### config.mk
export PLATFORM = sky130hd
export DESIGN_NAME = ansi_sgr_to_markup_tokens_top
export DESIGN_NICKNAME = d
export VERILOG_FILES = /design/src/sv/asgr_pkg.sv /design/src/sv/ansi_sgr_to_markup_tokens_top.sv /design/src/sv/asgr_step.sv
export SDC_FILE = /design/constraint.sdc
export NUM_CORES = 1
export LEC_CHECK = 0
export BUFFER_PORTS_ARGS = -buffer_cell sky130_fd_sc_hd__buf_2
export CELL_PAD_IN_SITES_DETAIL_PLACEMENT = 0
export CELL_PAD_IN_SITES_GLOBAL_PLACEMENT = 1
export CORE_MARGIN = 2
export CORE_UTILIZATION = 44
export DETAILED_ROUTE_END_ITERATION = 10
export GPL_ROUTABILITY_DRIVEN = 0
export PLACE_DENSITY_LB_ADDON = 0.1
export SYNTH_ARGS = -nofsm -noshare
export SYNTH_HDL_FRONTEND = slang
export SYNTH_SLANG_ARGS = --single-unit
export TNS_END_PERCENT = 100
### constraint.sdc
create_clock -name clk -period 6.75 [get_ports clk]
set_input_delay 0.3375 -clock clk [delete_from_list [all_inputs] [get_ports clk]]
set_output_delay 0.3375 -clock clk [all_outputs]
set_load 0.005 [all_outputs]
### src/sv/asgr_pkg.sv
package asgr_pkg;

  // Fixed limits of the markup generator
  localparam int unsigned PaletteSize = 256;
  localparam int unsigned MaxDepth    = 255;

  localparam logic [9:0] PALETTE_LIMIT = 10'(PaletteSize);
  localparam logic [7:0] DEPTH_LIMIT   = 8'(MaxDepth);

  // Reset values of the configuration registers
  localparam logic [7:0] ESCAPE_RESET  = 8'd27;
  localparam logic [7:0] LITERAL_RESET = 8'd127;

  // Configuration register indexes
  localparam logic CFG_ESCAPE  = 1'b0;
  localparam logic CFG_LITERAL = 1'b1;

  // Parse modes
  localparam logic [2:0] MODE_NORMAL = 3'd0;
  localparam logic [2:0] MODE_ESC    = 3'd1;
  localparam logic [2:0] MODE_CSI    = 3'd2;
  localparam logic [2:0] MODE_FIVE   = 3'd3;
  localparam logic [2:0] MODE_SEP    = 3'd4;
  localparam logic [2:0] MODE_COLOR  = 3'd5;

  // Token kinds
  localparam logic [3:0] KIND_LITERAL = 4'd0;
  localparam logic [3:0] KIND_ENTITY  = 4'd1;
  localparam logic [3:0] KIND_NUMREF  = 4'd2;
  localparam logic [3:0] KIND_STYLE   = 4'd3;
  localparam logic [3:0] KIND_COLOR   = 4'd4;
  localparam logic [3:0] KIND_CLOSE   = 4'd5;
  localparam logic [3:0] KIND_UNKNOWN = 4'd6;
  localparam logic [3:0] KIND_UNSUPP  = 4'd7;
  localparam logic [3:0] KIND_COLERR  = 4'd8;

  // Entity codes
  localparam logic [2:0] ENT_QUOT = 3'd0;
  localparam logic [2:0] ENT_APOS = 3'd1;
  localparam logic [2:0] ENT_AMP  = 3'd2;
  localparam logic [2:0] ENT_LT   = 3'd3;
  localparam logic [2:0] ENT_GT   = 3'd4;

  // Style codes
  localparam logic [2:0] STY_BOLD    = 3'd0;
  localparam logic [2:0] STY_LIGHTER = 3'd1;
  localparam logic [2:0] STY_ITALIC  = 3'd2;
  localparam logic [2:0] STY_ULINE   = 3'd3;
  localparam logic [2:0] STY_BLINK   = 3'd4;
  localparam logic [2:0] STY_STRIKE  = 3'd5;

  // Characters the parser looks at
  localparam logic [20:0] CH_QUOT   = 21'd34;
  localparam logic [20:0] CH_AMP    = 21'd38;
  localparam logic [20:0] CH_APOS   = 21'd39;
  localparam logic [20:0] CH_ZERO   = 21'd48;
  localparam logic [20:0] CH_FIVE   = 21'd53;
  localparam logic [20:0] CH_NINE   = 21'd57;
  localparam logic [20:0] CH_SEMI   = 21'd59;
  localparam logic [20:0] CH_LT     = 21'd60;
  localparam logic [20:0] CH_GT     = 21'd62;
  localparam logic [20:0] CH_LBRACK = 21'd91;
  localparam logic [20:0] CH_H      = 21'd104;
  localparam logic [20:0] CH_L      = 21'd108;
  localparam logic [20:0] CH_M      = 21'd109;

  typedef struct packed {
    logic [2:0] mode;
    logic [7:0] param;
    logic [8:0] palette;
    logic       ext_bg;
    logic [7:0] depth;
  } asgr_state_t;

  typedef struct packed {
    logic [3:0]  kind;
    logic [20:0] char_code;
    logic [2:0]  entity;
    logic [2:0]  style;
    logic [7:0]  color_index;
    logic        is_background;
    logic        is_bright;
    logic        is_extended;
    logic [7:0]  close_count;
  } asgr_token_t;

endpackage

### src/sv/ansi_sgr_to_markup_tokens_top.sv
// Path: an accepted input beat is held in the input register, parsed by the combinational
//   step, and its token is registered in the output register, from which it can leave.
// Throughput: one item per cycle; the combinational parse step between the input
//   and output registers sets it, and stalls only come from out_stall.
// Reset (rst, synchronous): normal text mode, zero span depth, empty pipeline,
//   escape_code 27, literal_limit 127.
module ansi_sgr_to_markup_tokens_top import asgr_pkg::*; (
  input  logic        clk,
  input  logic        rst,
  // configuration
  input  logic        cfg_write,
  input  logic        cfg_index,
  input  logic [7:0]  cfg_data,
  // input channel
  input  logic        in_valid,
  output logic        in_stall,
  input  logic [20:0] code_point,
  input  logic        end_of_stream,
  // output channel
  output logic        out_valid,
  input  logic        out_stall,
  output logic [3:0]  kind,
  output logic [20:0] char_code,
  output logic [2:0]  entity,
  output logic [2:0]  style,
  output logic [7:0]  color_index,
  output logic        is_background,
  output logic        is_bright,
  output logic        is_extended,
  output logic [7:0]  close_count
);

  logic [7:0]  escape_code;
  logic [7:0]  literal_limit;
  logic        hold_valid;
  logic [20:0] hold_cp;
  logic        hold_eos;
  asgr_state_t state;
  asgr_state_t state_next;
  logic        emit;
  asgr_token_t tok;
  asgr_token_t tok_q;
  logic        advance;

  // Configuration registers
  always_ff @(posedge clk) begin
    if (rst) begin
      escape_code   <= ESCAPE_RESET;
      literal_limit <= LITERAL_RESET;
    end else if (cfg_write) begin
      case (cfg_index)
        CFG_ESCAPE:  escape_code   <= cfg_data;
        CFG_LITERAL: literal_limit <= cfg_data;
        default:     ;
      endcase
    end
  end

  // Held beat moves on when the output register is free or draining
  assign advance  = hold_valid && (!out_valid || !out_stall);
  assign in_stall = hold_valid && !advance;

  // Input register
  always_ff @(posedge clk) begin
    if (rst) begin
      hold_valid <= 1'b0;
    end else if (in_valid && !in_stall) begin
      hold_valid <= 1'b1;
    end else if (advance) begin
      hold_valid <= 1'b0;
    end
  end

  always_ff @(posedge clk) begin
    if (in_valid && !in_stall) begin
      hold_cp  <= code_point;
      hold_eos <= end_of_stream;
    end
  end

  asgr_step u_step (
    .cur           (state),
    .code_point    (hold_cp),
    .end_of_stream (hold_eos),
    .escape_code   (escape_code),
    .literal_limit (literal_limit),
    .nxt           (state_next),
    .emit          (emit),
    .tok           (tok)
  );

  // Parser state: mode, param, palette, ext_bg, depth
  always_ff @(posedge clk) begin
    if (rst) begin
      state <= {MODE_NORMAL, 8'd0, 9'd0, 1'b0, 8'd0};
    end else if (advance) begin
      state <= state_next;
    end
  end

  // Output register
  always_ff @(posedge clk) begin
    if (rst) begin
      out_valid <= 1'b0;
    end else if (advance) begin
      out_valid <= emit;
    end else if (out_valid && !out_stall) begin
      out_valid <= 1'b0;
    end
  end

  always_ff @(posedge clk) begin
    if (advance && emit) begin
      tok_q <= tok;
    end
  end

  assign kind          = tok_q.kind;
  assign char_code     = tok_q.char_code;
  assign entity        = tok_q.entity;
  assign style         = tok_q.style;
  assign color_index   = tok_q.color_index;
  assign is_background = tok_q.is_background;
  assign is_bright     = tok_q.is_bright;
  assign is_extended   = tok_q.is_extended;
  assign close_count   = tok_q.close_count;

endmodule

### src/sv/asgr_step.sv
module asgr_step import asgr_pkg::*; (
  input  asgr_state_t cur,
  input  logic [20:0] code_point,
  input  logic        end_of_stream,
  input  logic [7:0]  escape_code,
  input  logic [7:0]  literal_limit,
  output asgr_state_t nxt,
  output logic        emit,
  output asgr_token_t tok
);

  logic        is_digit;
  logic [3:0]  digit;
  logic [11:0] param_acc;
  logic [12:0] pal_acc;
  logic        open_req;
  asgr_token_t open_tok;
  logic        is_m;
  logic [7:0]  a;

  // Decimal digit decode and saturating accumulators
  assign is_digit  = (code_point >= CH_ZERO) && (code_point <= CH_NINE);
  assign digit     = code_point[3:0];
  assign param_acc = {4'b0, cur.param} * 12'd10 + {8'b0, digit};
  assign pal_acc   = {4'b0, cur.palette} * 13'd10 + {9'b0, digit};
  assign is_m      = (code_point == CH_M);
  assign a         = cur.param;

  always_comb begin
    nxt      = cur;
    emit     = 1'b0;
    tok      = '0;
    open_req = 1'b0;
    open_tok = '0;

    if (end_of_stream) begin
      // flush: close everything, clear state
      nxt             = '0;
      nxt.mode        = MODE_NORMAL;
      emit            = 1'b1;
      tok.kind        = KIND_CLOSE;
      tok.close_count = cur.depth;
    end else if (cur.mode == MODE_FIVE || cur.mode == MODE_SEP) begin
      // 256-colour prefix: '5' then ';'
      if (code_point != ((cur.mode == MODE_FIVE) ? CH_FIVE : CH_SEMI)) begin
        nxt.mode      = MODE_NORMAL;
        emit          = 1'b1;
        tok.kind      = KIND_COLERR;
        tok.char_code = code_point;
      end else begin
        nxt.mode = (cur.mode == MODE_FIVE) ? MODE_SEP : MODE_COLOR;
      end
    end else if (cur.mode == MODE_COLOR) begin
      if (code_point == CH_SEMI || is_m) begin
        nxt.palette = '0;
        if ({1'b0, cur.palette} >= PALETTE_LIMIT) begin
          nxt.mode      = MODE_NORMAL;
          emit          = 1'b1;
          tok.kind      = KIND_COLERR;
          tok.char_code = code_point;
        end else begin
          nxt.mode               = is_m ? MODE_NORMAL : MODE_CSI;
          nxt.param              = '0;
          open_req               = 1'b1;
          open_tok.kind          = KIND_COLOR;
          open_tok.color_index   = cur.palette[7:0];
          open_tok.is_background = cur.ext_bg;
          open_tok.is_extended   = 1'b1;
        end
      end else if (!is_digit) begin
        nxt.palette   = '0;
        nxt.mode      = MODE_NORMAL;
        emit          = 1'b1;
        tok.kind      = KIND_COLERR;
        tok.char_code = code_point;
      end else begin
        nxt.palette = (pal_acc > 13'd511) ? 9'd511 : pal_acc[8:0];
      end
    end else if (code_point == {13'b0, escape_code}) begin
      // escape restarts the sequence
      nxt.mode  = MODE_ESC;
      nxt.param = '0;
    end else if (cur.mode == MODE_ESC) begin
      if (code_point == CH_LBRACK) begin
        nxt.mode = MODE_CSI;
      end else begin
        nxt.mode      = MODE_NORMAL;
        emit          = 1'b1;
        tok.kind      = KIND_UNKNOWN;
        tok.char_code = code_point;
      end
    end else if (cur.mode == MODE_CSI) begin
      if (code_point == CH_SEMI || is_m) begin
        // parameter finished: act on its value
        nxt.param = '0;
        nxt.mode  = is_m ? MODE_NORMAL : MODE_CSI;
        if (a == 8'd0) begin
          emit            = 1'b1;
          tok.kind        = KIND_CLOSE;
          tok.close_count = cur.depth;
          nxt.depth       = '0;
        end else if (a inside {[8'd1:8'd6], 8'd9}) begin
          open_req      = 1'b1;
          open_tok.kind = KIND_STYLE;
          case (a)
            8'd1:    open_tok.style = STY_BOLD;
            8'd2:    open_tok.style = STY_LIGHTER;
            8'd3:    open_tok.style = STY_ITALIC;
            8'd4:    open_tok.style = STY_ULINE;
            8'd9:    open_tok.style = STY_STRIKE;
            default: open_tok.style = STY_BLINK;
          endcase
        end else if (a inside {[8'd30:8'd37]}) begin
          open_req             = 1'b1;
          open_tok.kind        = KIND_COLOR;
          open_tok.color_index = a - 8'd30;
        end else if (a inside {[8'd40:8'd47]}) begin
          open_req               = 1'b1;
          open_tok.kind          = KIND_COLOR;
          open_tok.color_index   = a - 8'd40;
          open_tok.is_background = 1'b1;
        end else if (a inside {[8'd90:8'd97]}) begin
          open_req             = 1'b1;
          open_tok.kind        = KIND_COLOR;
          open_tok.color_index = a - 8'd90;
          open_tok.is_bright   = 1'b1;
        end else if (a inside {[8'd100:8'd107]}) begin
          open_req               = 1'b1;
          open_tok.kind          = KIND_COLOR;
          open_tok.color_index   = a - 8'd100;
          open_tok.is_background = 1'b1;
          open_tok.is_bright     = 1'b1;
        end else if ((a == 8'd38 || a == 8'd48) && !is_m) begin
          nxt.mode    = MODE_FIVE;
          nxt.ext_bg  = (a == 8'd48);
          nxt.palette = '0;
        end
      end else if (is_digit) begin
        nxt.param = (param_acc > 12'd255) ? 8'd255 : param_acc[7:0];
      end else if (code_point == CH_H || code_point == CH_L) begin
        nxt.mode      = MODE_NORMAL;
        emit          = 1'b1;
        tok.kind      = KIND_UNSUPP;
        tok.char_code = code_point;
      end
    end else begin
      // plain text; unused mode codes land here too
      nxt.mode = MODE_NORMAL;
      emit     = 1'b1;
      if (code_point == CH_QUOT || code_point == CH_APOS || code_point == CH_AMP ||
          code_point == CH_LT || code_point == CH_GT) begin
        tok.kind = KIND_ENTITY;
        if (code_point == CH_QUOT)      tok.entity = ENT_QUOT;
        else if (code_point == CH_APOS) tok.entity = ENT_APOS;
        else if (code_point == CH_AMP)  tok.entity = ENT_AMP;
        else if (code_point == CH_LT)   tok.entity = ENT_LT;
        else                            tok.entity = ENT_GT;
      end else begin
        tok.kind      = (code_point <= {13'b0, literal_limit}) ? KIND_LITERAL : KIND_NUMREF;
        tok.char_code = code_point;
      end
    end

    // span open, dropped silently when the depth is full
    if (open_req && cur.depth < DEPTH_LIMIT) begin
      emit      = 1'b1;
      tok       = open_tok;
      nxt.depth = cur.depth + 8'd1;
    end
  end

endmodule

==> results.sh, run 1 <==
export IMPL_run_status="complete, no violations"
export IMPL_ctsHoldBuffers=0
export IMPL_worst_slew_pin_slew_ns=1.24
export IMPL_final_instance_count_excl_fill=1072
export IMPL_netlist_cell_type_count=77
export IMPL_die_height_um=134
export IMPL_syn_area_um2=7410
export IMPL_worst_setup_hold_path_clk_slew_ns=0.06
export IMPL_grt_total_usage=0.223
export IMPL_ir_worst_vdd_mv=0.176
export IMPL_initial_utilization=0.449
export IMPL_cts_made_buffers=17
export IMPL_count_of_flip_flops_with_a_built_in_enable_after_synthesis=72
export IMPL_post_cts_resized_instances=0
export IMPL_grt_start_max_net_pins=32
export IMPL_place_port_buffers=87
export IMPL_route_detailed_wl_per_inst_um=18.1
export IMPL_yosysTopAreaCellShare=0.292
export IMPL_yosysWarningCount=0
export IMPL_hold_ws_ns=0.0881
export IMPL_ant_nets=0
export IMPL_layout_core_utilization=0.520
export IMPL_setup_worst_path_start_class="register"
export IMPL_die_x_um=134
export IMPL_detailedRoute_firstIterationViolations=447
export IMPL_final_net_count=934
export IMPL_synth_top_cells_by_area="edfxtp_1 (29%), dfxtp_1 (13%), ha_1 (9.3%)"
export IMPL_finalHoldViolCount=0
export IMPL_cp_num_buf_inv=2
export IMPL_synthesis_area_per_instance_um2=9.68
export IMPL_mostFrequentLayoutCell="buf_2"
export IMPL_max_freq_mhz=236
export IMPL_fillers=1535
export IMPL_total_power_divided_by_cell_area_nw_per_um2=213
export IMPL_min_delay_path_class="input pin to register"
export IMPL_drc=0
export IMPL_first_pass_iters=7
export IMPL_grt_setup_unrepaired="false"
export IMPL_crit_path_max_fanout=31
export IMPL_slowest_stage_cell_crit_path="a21oi_4"
export IMPL_hold_path_cell_cnt=1
export IMPL_synth_nets=861
export IMPL_placement_rows=47
export IMPL_globalRoute_totalOverflow=0
export IMPL_routed_wl_um=19400
export IMPL_slew_violations=0
export IMPL_critical_path_max_stage_delay_ns=0.65
export IMPL_crit_family="compound AO/OA/AOI/OAI gates"
export IMPL_synth_instances=766
export IMPL_num_io_pins=88
export IMPL_clock_insertion_delay_worst_skew_ns=0.42
export IMPL_n_antenna_cell=0
export IMPL_number_of_synthesized_register_bits=119
export IMPL_clock_sinks=119
export IMPL_synthDominantAreaCellType="edfxtp_1"
export IMPL_criticalPathCategory="register to register"
export IMPL_synth_yosys_seq_area_share=0.419
export IMPL_finalSetupTns_ns=0
export IMPL_clock_skew_final_ns=0.00958
export IMPL_floorplan_core_area_um2=16500
export IMPL_timing_final_crit_share=0.628
export IMPL_postSynth_topFlopCell="edfxtp_1"
export IMPL_max_clock_path_buffers=2
export IMPL_antenna_violations_before_repair=0
export IMPL_post_route_min_period_ns=4.24
export IMPL_most_common_layout_cells="buf_2 (87), edfxtp_1 (72), nand2_1 (65), ha_1 (55), nor2_1 (50)"
export IMPL_maxCapViolCount=0
export IMPL_maxSlewHeadroom=0.171
export IMPL_post_place_cells=1040
export IMPL_total_of_endpoints_with_negative_setup_slack_in_the_final_report=0
export IMPL_post_route_cells_drive_above_1_share=0.164
export IMPL_hpwlAfterDp_um=14600
export IMPL_areaGrowthSynthToFinish_pct=16.0
export IMPL_vias=6092
export IMPL_grt_first_pass_wirelength_um=31400
export IMPL_number_of_global_route_vias_before_repair=6009
export IMPL_cts_root_buf="clkbuf_16"
export IMPL_die_area_um2=17900
export IMPL_crit_chain="inv_1 > ha_1 > nand2_1 > a311o_1 > a211oi_1 > nor2_1 > a31oi_2 > o21ai_2 > a21oi_4 > buf_4"
export IMPL_routed_via_density=5.68
export IMPL_timing_critical_path_depth=10
export IMPL_tritoncts_clock_tree="yes"
export IMPL_rr_worst_depth=10
export IMPL_postCtsSetupBuffers=0
export IMPL_asyncSetResetFlopFracSynth=0
export IMPL_leakagePower_nw=3.41
export IMPL_number_of_levels_in_the_clock_h_tree=4
export IMPL_worst_endpoint_required_ns=6.83
export IMPL_worstPathArrival_ns=4.32
export IMPL_end_kind="register"
==> registers in the layout, summed over array words and instances, names as in the netlist, 3 cells and up <==
name / cells
state: 29
char_code: 21
hold_cp: 21
close_count: 8
color_index: 8
escape_code: 8
literal_limit: 8
kind: 4
entity: 3
style: 3
==> cell families after synthesis <==
kind of cell | after synthesis | share of synthesized area
buffers and inverters | 64 | 0.0333
multiplexers | 9 | 0.0122
AO/OA/AOI/OAI | 181 | 0.172
AND/OR/NAND/NOR | 307 | 0.229
flip-flops | 119 | 0.419
adder cells (fa/ha/maj) | 59 | 0.104
XOR/XNOR | 27 | 0.0319
==> where the power goes <==
group	internal, mW	switching [mW]
sequential	0.802	0.0231
combinational	0.0464	0.0635
clock	0.544	0.351
==> path summary, 6_finish.rpt <==
path                                 startpoint  slack [ns]                            end
hold / removal                    code_point[5]        0.09           hold_cp[5]$_DFFE_PP_
setup reg to reg         state[21]$_SDFFE_PP0P_        2.51        entity[0]$_SDFFCE_PP0P_
hold reg to reg   literal_limit[7]$_SDFFE_PP0P_        0.46  literal_limit[7]$_SDFFE_PP0P_
setup / recovery         state[21]$_SDFFE_PP0P_        2.51        entity[0]$_SDFFCE_PP0P_
==> synthesized netlist by cell type, types with 5 or more instances <==
cell        n
o21ai_0    29
nand3b_1   10
a31oi_1     7
edfxtp_1   72
nor2b_1    25
nand3_1    23
nor3_1     25
xor2_1      6
and2_1     25
a221o_1     9
o22ai_1     5
nor4_1      6
a21oi_1    43
o2bb2ai_1  10
a21o_1     10
nand4_1     8
ha_1       55
mux2i_1     9
xnor2_1    21
and3_1     17
a211o_1    13
clkbuf_1   30
nor2_1     50
dfxtp_1    47
o211ai_1    9
inv_1      28
nand2b_1   20
nand2_1    65
==> per-layer routing <==
metal	global-route usage	wire, um	vias to the layer above
met2	0.346	8770	212
met5	0	0	-
met3	0.0476	1200	32
met4	0.0745	383	0
li1	-	-	2993
met1	0.312	9050	2855
==> cell type report <==
type | instances | area, um^2 | share of cell area
multi-input cells | 583 | 4080 | 0.474
well taps | 220 | 275 | 0.0320
clock inverters | 15 | 151 | 0.0176
repair buffers | 90 | 458 | 0.0533
clock buffers | 17 | 425 | 0.0495
flip-flops and latches | 119 | 3100 | 0.361
inverters | 28 | 105 | 0.0122
==> metrics by stage <==
step                worst slack (ns)  power (mW)  area [um^2]
global placement                2.67       0.948         8020
finish                          2.51        1.83         8590
global route                    2.11        1.89         8590
floorplan                       1.33       0.902         7410
detailed placement              2.48       0.952         8020
CTS                             2.49        1.85         8590
==> worst reg2reg max path, stage by stage, from the launching register on <==
cell and delay [ns]:
dfxtp_1 0.48, inv_1 0.28, ha_1 0.28, nand2_1 0.08
a311o_1 0.41, a211oi_1 0.48, nor2_1 0.23, a31oi_2 0.24
o21ai_2 0.27, a21oi_4 0.65, buf_4 0.48
Power figures use the tool's default switching activity.
==> run 2, diff against run 1 <==
--- a/config.mk
+++ b/config.mk
@@ -5,6 +5,7 @@
 export SDC_FILE = /design/constraint.sdc
 export NUM_CORES = 1
 export LEC_CHECK = 0
+export ABC_AREA = 1
 export BUFFER_PORTS_ARGS = -buffer_cell sky130_fd_sc_hd__buf_2
 export CELL_PAD_IN_SITES_DETAIL_PLACEMENT = 0
 export CELL_PAD_IN_SITES_GLOBAL_PLACEMENT = 1
==> constraint.sdc (replaced) <==
create_clock -name clk -period 4.1 [get_ports clk]
set_input_delay 0.205 -clock clk [delete_from_list [all_inputs] [get_ports clk]]
set_output_delay 0.205 -clock clk [all_outputs]
set_load 0.005 [all_outputs]
==> run 2 against run 1 <==
Design area increased by 7.8%. Die area increased by 5.2%. Register-to-register slack got worse by 2.0 ns. Critical path type unchanged. Largest cell class unchanged.
==> results.sh, run 2 <==
export IMPL_run_status="complete, no violations"
export IMPL_yosysTopAreaCellShare=0.277
export IMPL_grtUsageMet3=0.0467
export IMPL_crit_path_max_fanout=30
export IMPL_top_register="state"
export IMPL_final_design_area_no_fill_um2=9270
export IMPL_n_antenna_cell=0
export IMPL_grt_first_pass_wirelength_um=33500
export IMPL_detailedRoute_firstIterationViolations=434
export IMPL_end_kind="register"
export IMPL_swShare=0.257
export IMPL_final_instance_count_excl_fill=1315
export IMPL_die_area_um2=18800
export IMPL_number_of_synthesized_register_bits=119
export IMPL_num_io_pins=88
export IMPL_placement_rows=48
export IMPL_finalHoldViolCount=0
export IMPL_top_usage_layer="met2"
export IMPL_globalRoute_totalOverflow=0
export IMPL_leakagePower_nw=4.10
export IMPL_timing_final_crit_share=0.868
export IMPL_number_of_global_route_vias_before_repair=6535
export IMPL_die_x_um=137
export IMPL_syn_area_um2=7810
export IMPL_layout_core_utilization=0.536
export IMPL_area_post_placement_um2=8470
export IMPL_pwr_share_clk=0.471
export IMPL_maxSlewHeadroom=0.388
export IMPL_synth_top_cells_by_area="edfxtp_1 (28%), dfxtp_1 (12%), ha_1 (8.8%)"
export IMPL_most_common_layout_cells="nand2_1 (183), inv_1 (112), nor2_1 (99), buf_2 (87), nand3_1 (74)"
export IMPL_grt_start_max_net_pins=33
export IMPL_route_detailed_wl_per_inst_um=15.6
export IMPL_asyncSetResetFlopFracSynth=0
export IMPL_synth_instances=961
export IMPL_synth_nets=1056
export IMPL_netlist_cell_type_count=59
export IMPL_mostFrequentLayoutCell="nand2_1"
export IMPL_ir_worst_vdd_mv=0.283
export IMPL_combPwrFrac=0.084
export IMPL_synth_most_common_cell="nand2_1"
export IMPL_slew_violations=0
export IMPL_clock_sinks=119
export IMPL_antenna_violations_before_repair=0
export IMPL_areaGrowthSynthToFinish_pct=18.6
export IMPL_hpwlAfterDp_um=15600
export IMPL_tritoncts_clock_tree="yes"
export IMPL_clock_skew_final_ns=0.0107
export IMPL_worst_setup_hold_path_clk_slew_ns=0.06
export IMPL_largest_register_ff_count=29
export IMPL_criticalPathCategory="register to register"
export IMPL_worst_slew_pin_slew_ns=0.917
export IMPL_post_route_min_period_ns=3.56
export IMPL_max_clock_path_buffers=2
export IMPL_design_power_total_mw=3.05
export IMPL_min_delay_path_class="input pin to register"
export IMPL_total_power_divided_by_cell_area_nw_per_um2=330
export IMPL_globalRouteMet1Util=0.322
export IMPL_count_of_flip_flops_with_a_built_in_enable_after_synthesis=72
export IMPL_synth_yosys_seq_area_share=0.397
export IMPL_setup_worst_path_start_class="register"
export IMPL_setup_ws_ns=0.540
export IMPL_power_share_sequential=0.446
export IMPL_post_place_cells=1260
export IMPL_grt_setup_unrepaired="false"
export IMPL_finalSetupTns_ns=0
export IMPL_synth_commonest_cells="nand2_1 (183), inv_1 (113), nor2_1 (99)"
export IMPL_cts_made_buffers=17
export IMPL_floorplan_core_area_um2=17300
export IMPL_drc=0
export IMPL_first_pass_iters=8
export IMPL_number_of_levels_in_the_clock_h_tree=4
export IMPL_final_net_count=1172
export IMPL_post_route_cells_drive_above_1_share=0.167
export IMPL_worstPathArrival_ns=3.65
export IMPL_multi_input_area_um2=4140
export IMPL_die_height_um=137
export IMPL_postSynth_topFlopCell="edfxtp_1"
export IMPL_postCtsSetupBuffers=0
export IMPL_hold_ws_ns=0.0177
export IMPL_fillers=1701
export IMPL_maxCapViolCount=0
export IMPL_switchingPower_mw=0.784
export IMPL_vias=6833
export IMPL_yosysWarningCount=0
export IMPL_initial_utilization=0.452
export IMPL_clock_insertion_delay_worst_skew_ns=0.42
export IMPL_ant_nets=0
export IMPL_worst_endpoint_required_ns=4.19
export IMPL_grt_total_usage=0.230
export IMPL_synthDominantAreaCellType="edfxtp_1"
export IMPL_cts_root_buf="clkbuf_16"
export IMPL_place_port_buffers=87
export IMPL_total_of_endpoints_with_negative_setup_slack_in_the_final_report=0
export IMPL_place_worst_setup_slack_ns=0.544
export IMPL_power_report_internal_total_mw=2.27
export IMPL_synthesis_area_per_instance_um2=8.13
export IMPL_met2_usage=0.356
export IMPL_sequential_cell_area_um2=3100
export IMPL_routed_wl_um=20500
export IMPL_routed_via_density=5.20
export IMPL_max_freq_mhz=281
## run 2: power groups by stage
| stage | clock network, mW | registers, mW | logic [mW] |
|---|---|---|---|
| final | 1.44 | 1.36 | 0.256 |
| after global routing | 1.51 | 1.37 | 0.290 |
| after CTS | 1.46 | 1.36 | 0.258 |
| after detailed placement | 0 | 1.39 | 0.239 |
| after global placement | 0 | 1.39 | 0.238 |
| after floorplan | 0 | 1.38 | 0.154 |
## run 2: worst paths after layout
path,start,end,slack [ns],depth (start not counted)
max,state[19]$_SDFFE_PP0P_,color_index[3]$_SDFFCE_PP0P_,0.54,15
min,cfg_data[1],literal_limit[1]$_SDFFE_PP1P_,0.02,3
max reg2reg,state[19]$_SDFFE_PP0P_,color_index[3]$_SDFFCE_PP0P_,0.54,15
min reg2reg,literal_limit[7]$_SDFFE_PP0P_,literal_limit[7]$_SDFFE_PP0P_,0.48,2
## run 2: what timing repair did
action / 4_1_cts / 5_1_grt
endpoints found under the hold margin: 24 / 0
hold buffers: 23 / 0
resized for setup: 0 / 0
## run 2: logic make-up after synthesis
group,synth area share
adder cells (fa/ha/maj),0.0984
AND/OR/NAND/NOR,0.283
buffers and inverters,0.0727
XOR/XNOR,0.0415
flip-flops,0.397
AO/OA/AOI/OAI,0.107
## run 2: critical path: stages (launching register included)
cell,delay [ns]
dfxtp_1,0.50
inv_1,0.33
ha_1,0.28
nand4_1,0.14
a21oi_2,0.31
a21oi_4,0.06
nand3_1,0.09
nand2_2,0.07
nand2_4,0.08
nand2_8,0.08
inv_4,0.12
nor2_8,0.06
nand2_1,0.09
nand2_1,0.08
inv_2,0.52
buf_4,0.41
## run 2: layout make-up
cell class / instances / share of cell area
tap: 225 / 0.0304
clock buffer: 17 / 0.0459
sequential: 119 / 0.335
multi-input combinational: 700 / 0.447
clock inverter: 15 / 0.0154
inverter: 125 / 0.0516
timing repair buffer: 114 / 0.0751
## run 2: per-layer routing
| metal | vias to the layer above | routed length, um |
|---|---|---|
| li1 | 3502 | - |
| met1 | 3114 | 9830 |
| met2 | 184 | 9330 |
| met3 | 33 | 1030 |
| met4 | 0 | 327 |
| met5 | - | 0 |
